### config.mk
export PLATFORM = sky130hd
export DESIGN_NAME = pcapng_prefix_checker_unit
export DESIGN_NICKNAME = d
export VERILOG_FILES = /design/src/rtl/pcp_pkg.sv /design/src/rtl/pcp_core.sv /design/src/rtl/pcapng_prefix_checker_unit.sv
export SDC_FILE = /design/constraint.sdc
export NUM_CORES = 1
export LEC_CHECK = 0
export BUFFER_PORTS_ARGS = -buffer_cell sky130_fd_sc_hd__buf_2
export CAP_MARGIN = 30
export CELL_PAD_IN_SITES_DETAIL_PLACEMENT = 1
export CELL_PAD_IN_SITES_GLOBAL_PLACEMENT = 1
export CORE_ASPECT_RATIO = 1.25
export CORE_MARGIN = 1.5
export CORE_UTILIZATION = 25
export DETAILED_ROUTE_END_ITERATION = 12
export GPL_ROUTABILITY_DRIVEN = 0
export PLACE_DENSITY = 0.54
export SYNTH_ARGS = -nofsm -noshare
export SYNTH_HDL_FRONTEND = slang
export SYNTH_SLANG_ARGS = --single-unit
### constraint.sdc
create_clock -name clk -period 12.6 [get_ports clk]
set_clock_uncertainty 0.15 [all_clocks]
set_input_delay 1.26 -clock clk [delete_from_list [all_inputs] [get_ports clk]]
set_output_delay 1.26 -clock clk [all_outputs]
set_load 0.005 [all_outputs]
### src/rtl/pcp_pkg.sv
`default_nettype none
// ----------------------------------------------------------------------------
// pcp_pkg
// Shared types and constants for the capture-file block structure checker.
// ----------------------------------------------------------------------------
package pcp_pkg;

  localparam int WORD_W          = 32;
  localparam int POS_W           = 23;
  localparam int LEN_W           = 25;
  localparam int OUT_W           = 48;
  localparam int COUNT_WIDTH_DEF = 48;

  localparam logic [WORD_W-1:0] SHB_TYPE  = 32'h0a0d0d0a;
  localparam logic [WORD_W-1:0] BOM_MAGIC = 32'h1a2b3c4d;
  localparam logic [WORD_W-1:0] TYPE_IDB  = 32'd1;
  localparam logic [WORD_W-1:0] TYPE_EPB  = 32'd6;

  localparam logic [WORD_W-1:0] MIN_BLOCK = 32'd12;
  localparam logic [WORD_W-1:0] MIN_SHB   = 32'd28;
  localparam logic [WORD_W-1:0] MIN_IDB   = 32'd20;
  localparam logic [WORD_W-1:0] MIN_EPB   = 32'd32;

  localparam logic [LEN_W-1:0] MAX_BLOCK_RST = LEN_W'(1024 * 1024);

  // word positions inside a block that carry checked fields
  localparam logic [POS_W-1:0] POS_TYPE    = POS_W'(0);
  localparam logic [POS_W-1:0] POS_LENGTH  = POS_W'(1);
  localparam logic [POS_W-1:0] POS_BODY0   = POS_W'(2);
  localparam logic [POS_W-1:0] POS_CAPLEN  = POS_W'(5);
  localparam logic [POS_W-1:0] POS_ORIGLEN = POS_W'(6);

  typedef enum logic [1:0] {
    KIND_SHB   = 2'd0,
    KIND_IDB   = 2'd1,
    KIND_EPB   = 2'd2,
    KIND_OTHER = 2'd3
  } kind_t;

  typedef struct packed {
    logic [WORD_W-1:0] word;
    logic              sof;
  } pcp_item_t;

endpackage
`default_nettype wire

### src/rtl/pcp_core.sv
`default_nettype none
// ----------------------------------------------------------------------------
// pcp_core
// Parse state registers and the per-word block structure checks.
// ----------------------------------------------------------------------------
module pcp_core #(
  parameter int COUNT_WIDTH = pcp_pkg::COUNT_WIDTH_DEF
) (
  input  wire                               clk,
  input  wire                               rst_n,
  input  wire                               take,
  input  pcp_pkg::pcp_item_t                item,
  input  wire  [pcp_pkg::LEN_W-1:0]         max_bytes,
  output logic [COUNT_WIDTH-1:0]            count_nxt,
  output logic                              halt_nxt,
  output logic [COUNT_WIDTH-1:0]            count_q,
  output logic                              halt_q
);

  localparam int PW = pcp_pkg::POS_W;
  localparam int LW = pcp_pkg::LEN_W;
  localparam int WW = pcp_pkg::WORD_W;

  logic [PW-1:0]          pos_r, pos_nxt, pos_c, end_pos;
  pcp_pkg::kind_t         kind_r, kind_nxt, kind_c;
  logic [LW-1:0]          len_r, len_nxt, len_c;
  logic [WW-1:0]          cap_r, cap_nxt, cap_c;
  logic                   sec_r, sec_nxt, sec_c;
  logic                   ifc_r, ifc_nxt, ifc_c;
  logic                   halt_r, halt_c;
  logic [COUNT_WIDTH-1:0] cnt_r, cnt_c;
  logic [COUNT_WIDTH:0]   sum;
  logic                   fail;
  logic [WW-1:0]          w;

  assign w = item.word;

  always_comb begin
    // a new file clears everything before the word is used
    pos_c  = item.sof ? '0 : pos_r;
    kind_c = item.sof ? pcp_pkg::KIND_SHB : kind_r;
    len_c  = item.sof ? '0 : len_r;
    cap_c  = item.sof ? '0 : cap_r;
    sec_c  = item.sof ? 1'b0 : sec_r;
    ifc_c  = item.sof ? 1'b0 : ifc_r;
    halt_c = item.sof ? 1'b0 : halt_r;
    cnt_c  = item.sof ? '0 : cnt_r;

    end_pos = len_c[LW-1:2] - PW'(1);
    sum     = {1'b0, cnt_c} + (COUNT_WIDTH+1)'(len_c);

    pos_nxt   = pos_c;
    kind_nxt  = kind_c;
    len_nxt   = len_c;
    cap_nxt   = cap_c;
    sec_nxt   = sec_c;
    ifc_nxt   = ifc_c;
    count_nxt = cnt_c;
    fail      = 1'b0;

    if (!halt_c) begin
      if (pos_c == pcp_pkg::POS_TYPE) begin
        if (!sec_c) begin
          fail     = (w != pcp_pkg::SHB_TYPE);
          kind_nxt = pcp_pkg::KIND_SHB;
        end else if (w == pcp_pkg::TYPE_IDB) begin
          kind_nxt = pcp_pkg::KIND_IDB;
        end else if (w == pcp_pkg::TYPE_EPB) begin
          kind_nxt = pcp_pkg::KIND_EPB;
        end else begin
          kind_nxt = pcp_pkg::KIND_OTHER;
        end
        pos_nxt = pcp_pkg::POS_LENGTH;
      end else if (pos_c == pcp_pkg::POS_LENGTH) begin
        fail = (w < pcp_pkg::MIN_BLOCK) || (w[1:0] != 2'b00) ||
               (w > WW'(max_bytes));
        case (kind_c)
          pcp_pkg::KIND_SHB: if (w < pcp_pkg::MIN_SHB) fail = 1'b1;
          pcp_pkg::KIND_IDB: if (w < pcp_pkg::MIN_IDB) fail = 1'b1;
          pcp_pkg::KIND_EPB: if (w < pcp_pkg::MIN_EPB || !ifc_c) fail = 1'b1;
          default: ;
        endcase
        len_nxt = w[LW-1:0];
        pos_nxt = pcp_pkg::POS_BODY0;
      end else if (pos_c == end_pos) begin
        // trailing length closes the block
        if (w != WW'(len_c)) begin
          fail = 1'b1;
        end else begin
          count_nxt = sum[COUNT_WIDTH] ? '1 : sum[COUNT_WIDTH-1:0];
          if (kind_c == pcp_pkg::KIND_SHB) sec_nxt = 1'b1;
          if (kind_c == pcp_pkg::KIND_IDB) ifc_nxt = 1'b1;
          pos_nxt = pcp_pkg::POS_TYPE;
        end
      end else begin
        if (kind_c == pcp_pkg::KIND_SHB && pos_c == pcp_pkg::POS_BODY0 &&
            w != pcp_pkg::BOM_MAGIC) begin
          fail = 1'b1;
        end
        if (kind_c == pcp_pkg::KIND_EPB) begin
          if (pos_c == pcp_pkg::POS_BODY0 && w != '0) fail = 1'b1;
          if (pos_c == pcp_pkg::POS_CAPLEN) begin
            cap_nxt = w;
            if (w > WW'(len_c) - pcp_pkg::MIN_EPB) fail = 1'b1;
          end
          if (pos_c == pcp_pkg::POS_ORIGLEN && cap_c > w) fail = 1'b1;
        end
        pos_nxt = pos_c + PW'(1);
      end
    end

    halt_nxt = halt_c || fail;
  end

  always_ff @(posedge clk) begin
    if (!rst_n) begin
      pos_r  <= '0;
      kind_r <= pcp_pkg::KIND_SHB;
      len_r  <= '0;
      cap_r  <= '0;
      sec_r  <= 1'b0;
      ifc_r  <= 1'b0;
      halt_r <= 1'b0;
      cnt_r  <= '0;
    end else if (take) begin
      pos_r  <= pos_nxt;
      kind_r <= kind_nxt;
      len_r  <= len_nxt;
      cap_r  <= cap_nxt;
      sec_r  <= sec_nxt;
      ifc_r  <= ifc_nxt;
      halt_r <= halt_nxt;
      cnt_r  <= count_nxt;
    end
  end

  assign count_q = cnt_r;
  assign halt_q  = halt_r;

endmodule
`default_nettype wire

### src/rtl/pcapng_prefix_checker_unit.sv
`default_nettype none
// A request accepted into the input register is checked there, and its result
// is loaded into the result register, where it is held until out_ready takes it.
// Throughput: one word per cycle while out_ready keeps the output draining; the
// parse state is updated from the input register with the result register load.
// Reset: synchronous active-low rst_n clears all parse state and both stages
// and sets the maximum block length to 1048576.
// ----------------------------------------------------------------------------
// pcapng_prefix_checker_unit
// Streaming block structure check of a little-endian capture file.
// ----------------------------------------------------------------------------
module pcapng_prefix_checker_unit #(
  parameter int COUNT_WIDTH = pcp_pkg::COUNT_WIDTH_DEF
) (
  input  wire                          clk,
  input  wire                          rst_n,
  input  wire                          in_valid,
  output logic                         in_ready,
  input  wire  [pcp_pkg::WORD_W-1:0]   in_word,
  input  wire                          in_start_of_file,
  output logic                         out_valid,
  input  wire                          out_ready,
  output logic [pcp_pkg::OUT_W-1:0]    out_valid_prefix_bytes,
  output logic                         out_stopped,
  input  wire                          cfg_wr_en,
  input  wire  [pcp_pkg::LEN_W-1:0]    cfg_wr_data
);

  logic [pcp_pkg::LEN_W-1:0] max_r;
  logic                      s1_valid_r;
  pcp_pkg::pcp_item_t        s1_item_r;
  logic                      out_valid_r;
  logic [pcp_pkg::OUT_W-1:0] out_count_r;
  logic                      out_stop_r;
  logic                      adv, take;
  logic [COUNT_WIDTH-1:0]    count_nxt, count_q;
  logic                      halt_nxt, halt_q;
  logic [pcp_pkg::OUT_W-1:0] count_out;

  assign adv      = !out_valid_r || out_ready;
  assign take     = s1_valid_r && adv;
  assign in_ready = !s1_valid_r || adv;

  always_ff @(posedge clk) begin
    if (!rst_n) begin
      max_r <= pcp_pkg::MAX_BLOCK_RST;
    end else if (cfg_wr_en) begin
      max_r <= cfg_wr_data;
    end
  end

  always_ff @(posedge clk) begin
    if (!rst_n) begin
      s1_valid_r <= 1'b0;
    end else if (in_valid && in_ready) begin
      s1_valid_r <= 1'b1;
    end else if (take) begin
      s1_valid_r <= 1'b0;
    end
  end

  always_ff @(posedge clk) begin
    if (in_valid && in_ready) begin
      s1_item_r.word <= in_word;
      s1_item_r.sof  <= in_start_of_file;
    end
  end

  pcp_core #(
    .COUNT_WIDTH (COUNT_WIDTH)
  ) u_core (
    .clk       (clk),
    .rst_n     (rst_n),
    .take      (take),
    .item      (s1_item_r),
    .max_bytes (max_r),
    .count_nxt (count_nxt),
    .halt_nxt  (halt_nxt),
    .count_q   (count_q),
    .halt_q    (halt_q)
  );

  // result is the count, cut to its low OUT_W bits or zero-extended to OUT_W
  generate
    if (COUNT_WIDTH >= pcp_pkg::OUT_W) begin : g_trunc
      assign count_out = count_nxt[pcp_pkg::OUT_W-1:0];
    end else begin : g_ext
      assign count_out = pcp_pkg::OUT_W'(count_nxt);
    end
  endgenerate

  always_ff @(posedge clk) begin
    if (!rst_n) begin
      out_valid_r <= 1'b0;
    end else if (take) begin
      out_valid_r <= 1'b1;
    end else if (out_ready) begin
      out_valid_r <= 1'b0;
    end
  end

  always_ff @(posedge clk) begin
    if (take) begin
      out_count_r <= count_out;
      out_stop_r  <= halt_nxt;
    end
  end

  assign out_valid              = out_valid_r;
  assign out_valid_prefix_bytes = out_count_r;
  assign out_stopped            = out_stop_r;

`ifndef SYNTH
  a_halt_clears_on_sof: assert property (@(posedge clk) disable iff (!rst_n)
    $fell(halt_q) && $past(rst_n) |-> $past(take && s1_item_r.sof))
    else $error("halt cleared without start of file");

  a_count_monotonic: assert property (@(posedge clk) disable iff (!rst_n)
    $past(rst_n) && (count_q < $past(count_q)) |-> $past(take && s1_item_r.sof))
    else $error("valid byte count dropped without start of file");

  a_stall_when_full: assert property (@(posedge clk) disable iff (!rst_n)
    !in_ready |-> s1_valid_r && out_valid_r && !out_ready)
    else $error("input stalled while a stage is free");
`endif

endmodule
`default_nettype wire
==> impl_metrics.py <==
metrics = {
    "outcome": {
        "status": "finished clean",
    },
    "layout": {
        "nFillCells": 7906,
        "drive_gt1_share_pct": 11.9,
        "multi_input_area_um2": 10400,
        "final_net_count": 2266,
        "antenna_cells": 0,
        "area.sequential_um2": 5670,
        "syn_to_final_growth_pct": 14.8,
    },
    "setup_path": {
        "rrSetupSlack_ps": 6230,
        "critical_path.max_fanout": 77,
        "critical_path.slowest_cell": "or4b_1",
        "crit_top_cell": "buf_4",
        "endpoint_kind": "flip-flop",
        "cp.required_ps": 12930,
        "crit_arrival_ps": 6710,
        "critical_path_class": "flip-flop to flip-flop",
        "path_cells": "buf_4 -> buf_4 -> buf_4 -> nor2b_1 -> ha_1 -> nand2_1 -> nor2_1 -> a211oi_1 -> a211o_1 -> a31oi_1 -> nor2_1 -> or4b_1 -> nand2_1 -> o221a_2",
        "critical_path.top_delay_family": "buffers and inverters",
        "r2r-start": "s1_item_r[0]",
        "reg2regPathDepth": 14,
        "slowest_delay_ps": 790,
        "critPathLaunchType": "flip-flop",
        "r2r-end": "u_core.count_q[28]",
        "worst-path-buf-inv": 3,
    },
    "routing": {
        "drc": 0,
        "ant_nets": 0,
        "wl_per_cell_um": 23.2,
        "vias_per_cell": 5.41,
        "drt_iter0_drc": 882,
        "first_pass_iters": 5,
        "routed_wl_um": 68700,
        "vias": 16100,
    },
    "logic_synthesis": {
        "yosys_most_used_dff": "dfxtp_1",
        "synth.distinct_cells": 91,
        "netlist_area_um2": 16900,
        "synth_cells": 2027,
        "syn_nets": 2212,
        "synth-edff-count": 82,
        "async_reset_ff_share_pct": 0,
        "ys_warn_count": 0,
        "ys_seq_area_share_pct": 33.4,
        "ys_ff_latch": 242,
        "synth.avg_cell_area_um2": 8.36,
    },
    "sta": {
        "maxSlewViolCount": 0,
        "rsz0062_at_grt": "no",
        "layout_min_cycle_time_ps": 6370,
        "setup_viol_count_final": 0,
        "max_freq_mhz": 157,
        "period_share_pct": 50.6,
        "relSlewSlack_pct": 30.5,
        "holdWs_ps": 304,
        "fin_setup_tns_ps": 0,
        "worst_pin_slew_ps": 1030,
        "hold_viol": 0,
    },
    "clocking": {
        "root_buffer": "clkbuf_16",
        "cts_sinks": 242,
        "clock_path_buffers": 3,
        "hold_buffers": 0,
        "clk_pin_slew_worst_paths_ps": 60,
        "cts_resized": 0,
        "tritoncts": "built",
        "cts_setup_buffers": 0,
        "clk_latency_ps": 590,
        "cts_buffers": 29,
        "h-tree-depth": 1,
    },
    "floorplanning": {
        "die_area_um2": 69400,
        "die-width_um": 236,
        "start_util_pct": 25.3,
        "core-area_um2": 67000,
        "rows": 106,
        "io_pins": 114,
        "fp.dieH_um": 294,
    },
    "run": {
        "maxCapViolCount": 0,
    },
    "pwr": {
        "powerDensity_nw_per_um2": 101,
        "p_leak_nw": 7.62,
        "p_switching_mw": 0.498,
        "peakVddDrop_mv": 0.0913,
        "p_comb_share_pct": 7.8,
        "internal_power_mw": 1.46,
        "p_clk_share_pct": 48.6,
        "seq_power_share_pct": 43.6,
        "swShare_pct": 25.4,
    },
    "hold_path": {
        "hold_class": "flip-flop to flip-flop",
        "holdPathStages": 1,
        "min_to": "u_core.count_q[9]",
        "min_from": "u_core.count_q[9]",
    },
    "place": {
        "dp_hpwl_um": 51700,
        "portBuffers": 113,
    },
    "grt": {
        "grt_usage_pct": 19.5,
        "grt_remaining_overflow": 0,
        "antenna_found_initial": 1,
        "grt_pass1_vias": 17100,
        "grt_max_degree": 78,
        "grt_pass1_wl_um": 105000,
    },
}
routing by layer:
metal / vias to the layer above / part of all wire [%] / global-route usage (%)
li1: 7548 / - / -
met1: 8038 / 42 / 22.8
met2: 348 / 51 / 36.0
met3: 131 / 3.2 / 1.98
met4: 2 / 4.1 / 8.21
met5: - / 0.017 / 0
flip-flops by register name, summed over array words and instances (netlist names):
| signal | cells |
|---|---|
| out_valid_prefix_bytes | 48 |
| u_core.count_q | 48 |
| s1_item_r | 33 |
| u_core.cap_r | 32 |
| max_r | 25 |
| u_core.len_r | 25 |
| u_core.pos_r | 23 |
| u_core.kind_r | 2 |
| out_stopped | 1 |
| out_valid | 1 |
| s1_valid_r | 1 |
| u_core.halt_q | 1 |
| u_core.ifc_r | 1 |
| u_core.sec_r | 1 |
cells in the mapped netlist, types with 58 or more instances:
cell        n  share of area (%)
nor2b_1   103                3.8
edfxtp_1   82                 15
dfxtp_1   160                 19
nor2_1    205                4.5
clkbuf_1   85                1.9
nand2_1   162                3.6
inv_1     107                2.4
xnor2_1    58                3.0
ha_1      121                8.9
a21oi_1   105                3.1
o21ai_0    84                2.5
placed cells by master, fill, tap and decap left out, drive strengths merged, types with 7 or more instances in the layout:
cell and instances:
nand2b 9, o211ai 22, nand2 163, or3 20
o21ai 88, nor2b 103, a21o 25, o31ai 15
a211oi 23, nand3 54, a21oi 106, nor2 205
a22oi 30, bufinv 7, ha 121, o2111ai 9
o22ai 7, buf 148, nor3 59, nor4b 8
xor2 16, xnor2 58, nor4bb 8, inv 109
a22o 35, nor4 44, o2bb2ai 10, and2 22
clkbuf 34, or4 15, a31oi 26, and3 25
nand4 52, o21a 26, edfxtp 82, dfxtp 160
mux2i 34, clkinv 9
power by group through the flow:
stage	clock network, mW	logic, mW	registers, mW
CTS	0.982	0.156	0.854
global placement	0	0.150	0.871
floorplan	0	0.0928	0.857
finish	0.952	0.153	0.854
global route	1.01	0.170	0.856
detailed placement	0	0.154	0.871
metrics by stage:
| step | setup slack (ps) | util (%) | cell area [µm²] | std cells | power [mW] |
|---|---|---|---|---|---|
| after floorplan | 7170 | - | 16900 | 2027 | 0.950 |
| after detailed placement | 6220 | 27.4 | 18400 | 2913 | 1.03 |
| after global routing | 5810 | 29.0 | 19400 | 2968 | 2.04 |
| final | 6230 | 29.0 | 19400 | 2968 | 1.96 |
| after CTS | 6250 | 29.0 | 19400 | 2967 | 1.99 |
| after global placement | 6350 | 27.4 | 18300 | 2910 | 1.02 |
kinds of logic (layout without fill, tap and decap cells):
logic type / Yosys count / in the layout / synth area share, %
simple gates: 814 / 814 / 25.5
compound gates: 505 / 505 / 20.7
flops: 242 / 242 / 33.4
buf+inv: 234 / 311 / 5.41
fa+ha+maj: 122 / 122 / 9.05
xor+xnor: 74 / 74 / 3.83
mux: 36 / 36 / 2.14
how the worst max path moves through the flow:
stage,startpoint,to,slack (ps),depth (start not counted)
floorplan,s1_item_r[0],out_valid_prefix_bytes[38],7170,19
global placement,s1_item_r[0],u_core.count_q[28],6350,14
detailed placement,s1_item_r[0],u_core.count_q[28],6220,14
CTS,s1_item_r[0],u_core.count_q[28],6250,14
global route,s1_item_r[0],u_core.count_q[28],5810,14
finish,s1_item_r[0],u_core.count_q[28],6230,14
area by class of cell:
| cell class | instances | area share [%] |
|---|---|---|
| Clock buffer | 34 | 3.98 |
| Clock inverter | 20 | 1.50 |
| Inverter | 109 | 2.11 |
| Multi-Input combinational cell | 1551 | 53.4 |
| Sequential cell | 242 | 29.1 |
| Tap cell | 864 | 5.56 |
| Timing Repair Buffer | 148 | 4.27 |
worst register-to-register path: stages (launching register included):
cell and delay, ps:
edfxtp_1 370, buf_4 630, buf_4 860, buf_4 650
nor2b_1 170, ha_1 410, nand2_1 100, nor2_1 50
a211oi_1 460, a211o_1 230, a31oi_1 170, nor2_1 690
or4b_1 800, nand2_1 220, o221a_2 340
No activity file was read; power rests on OpenSTA's default activity.
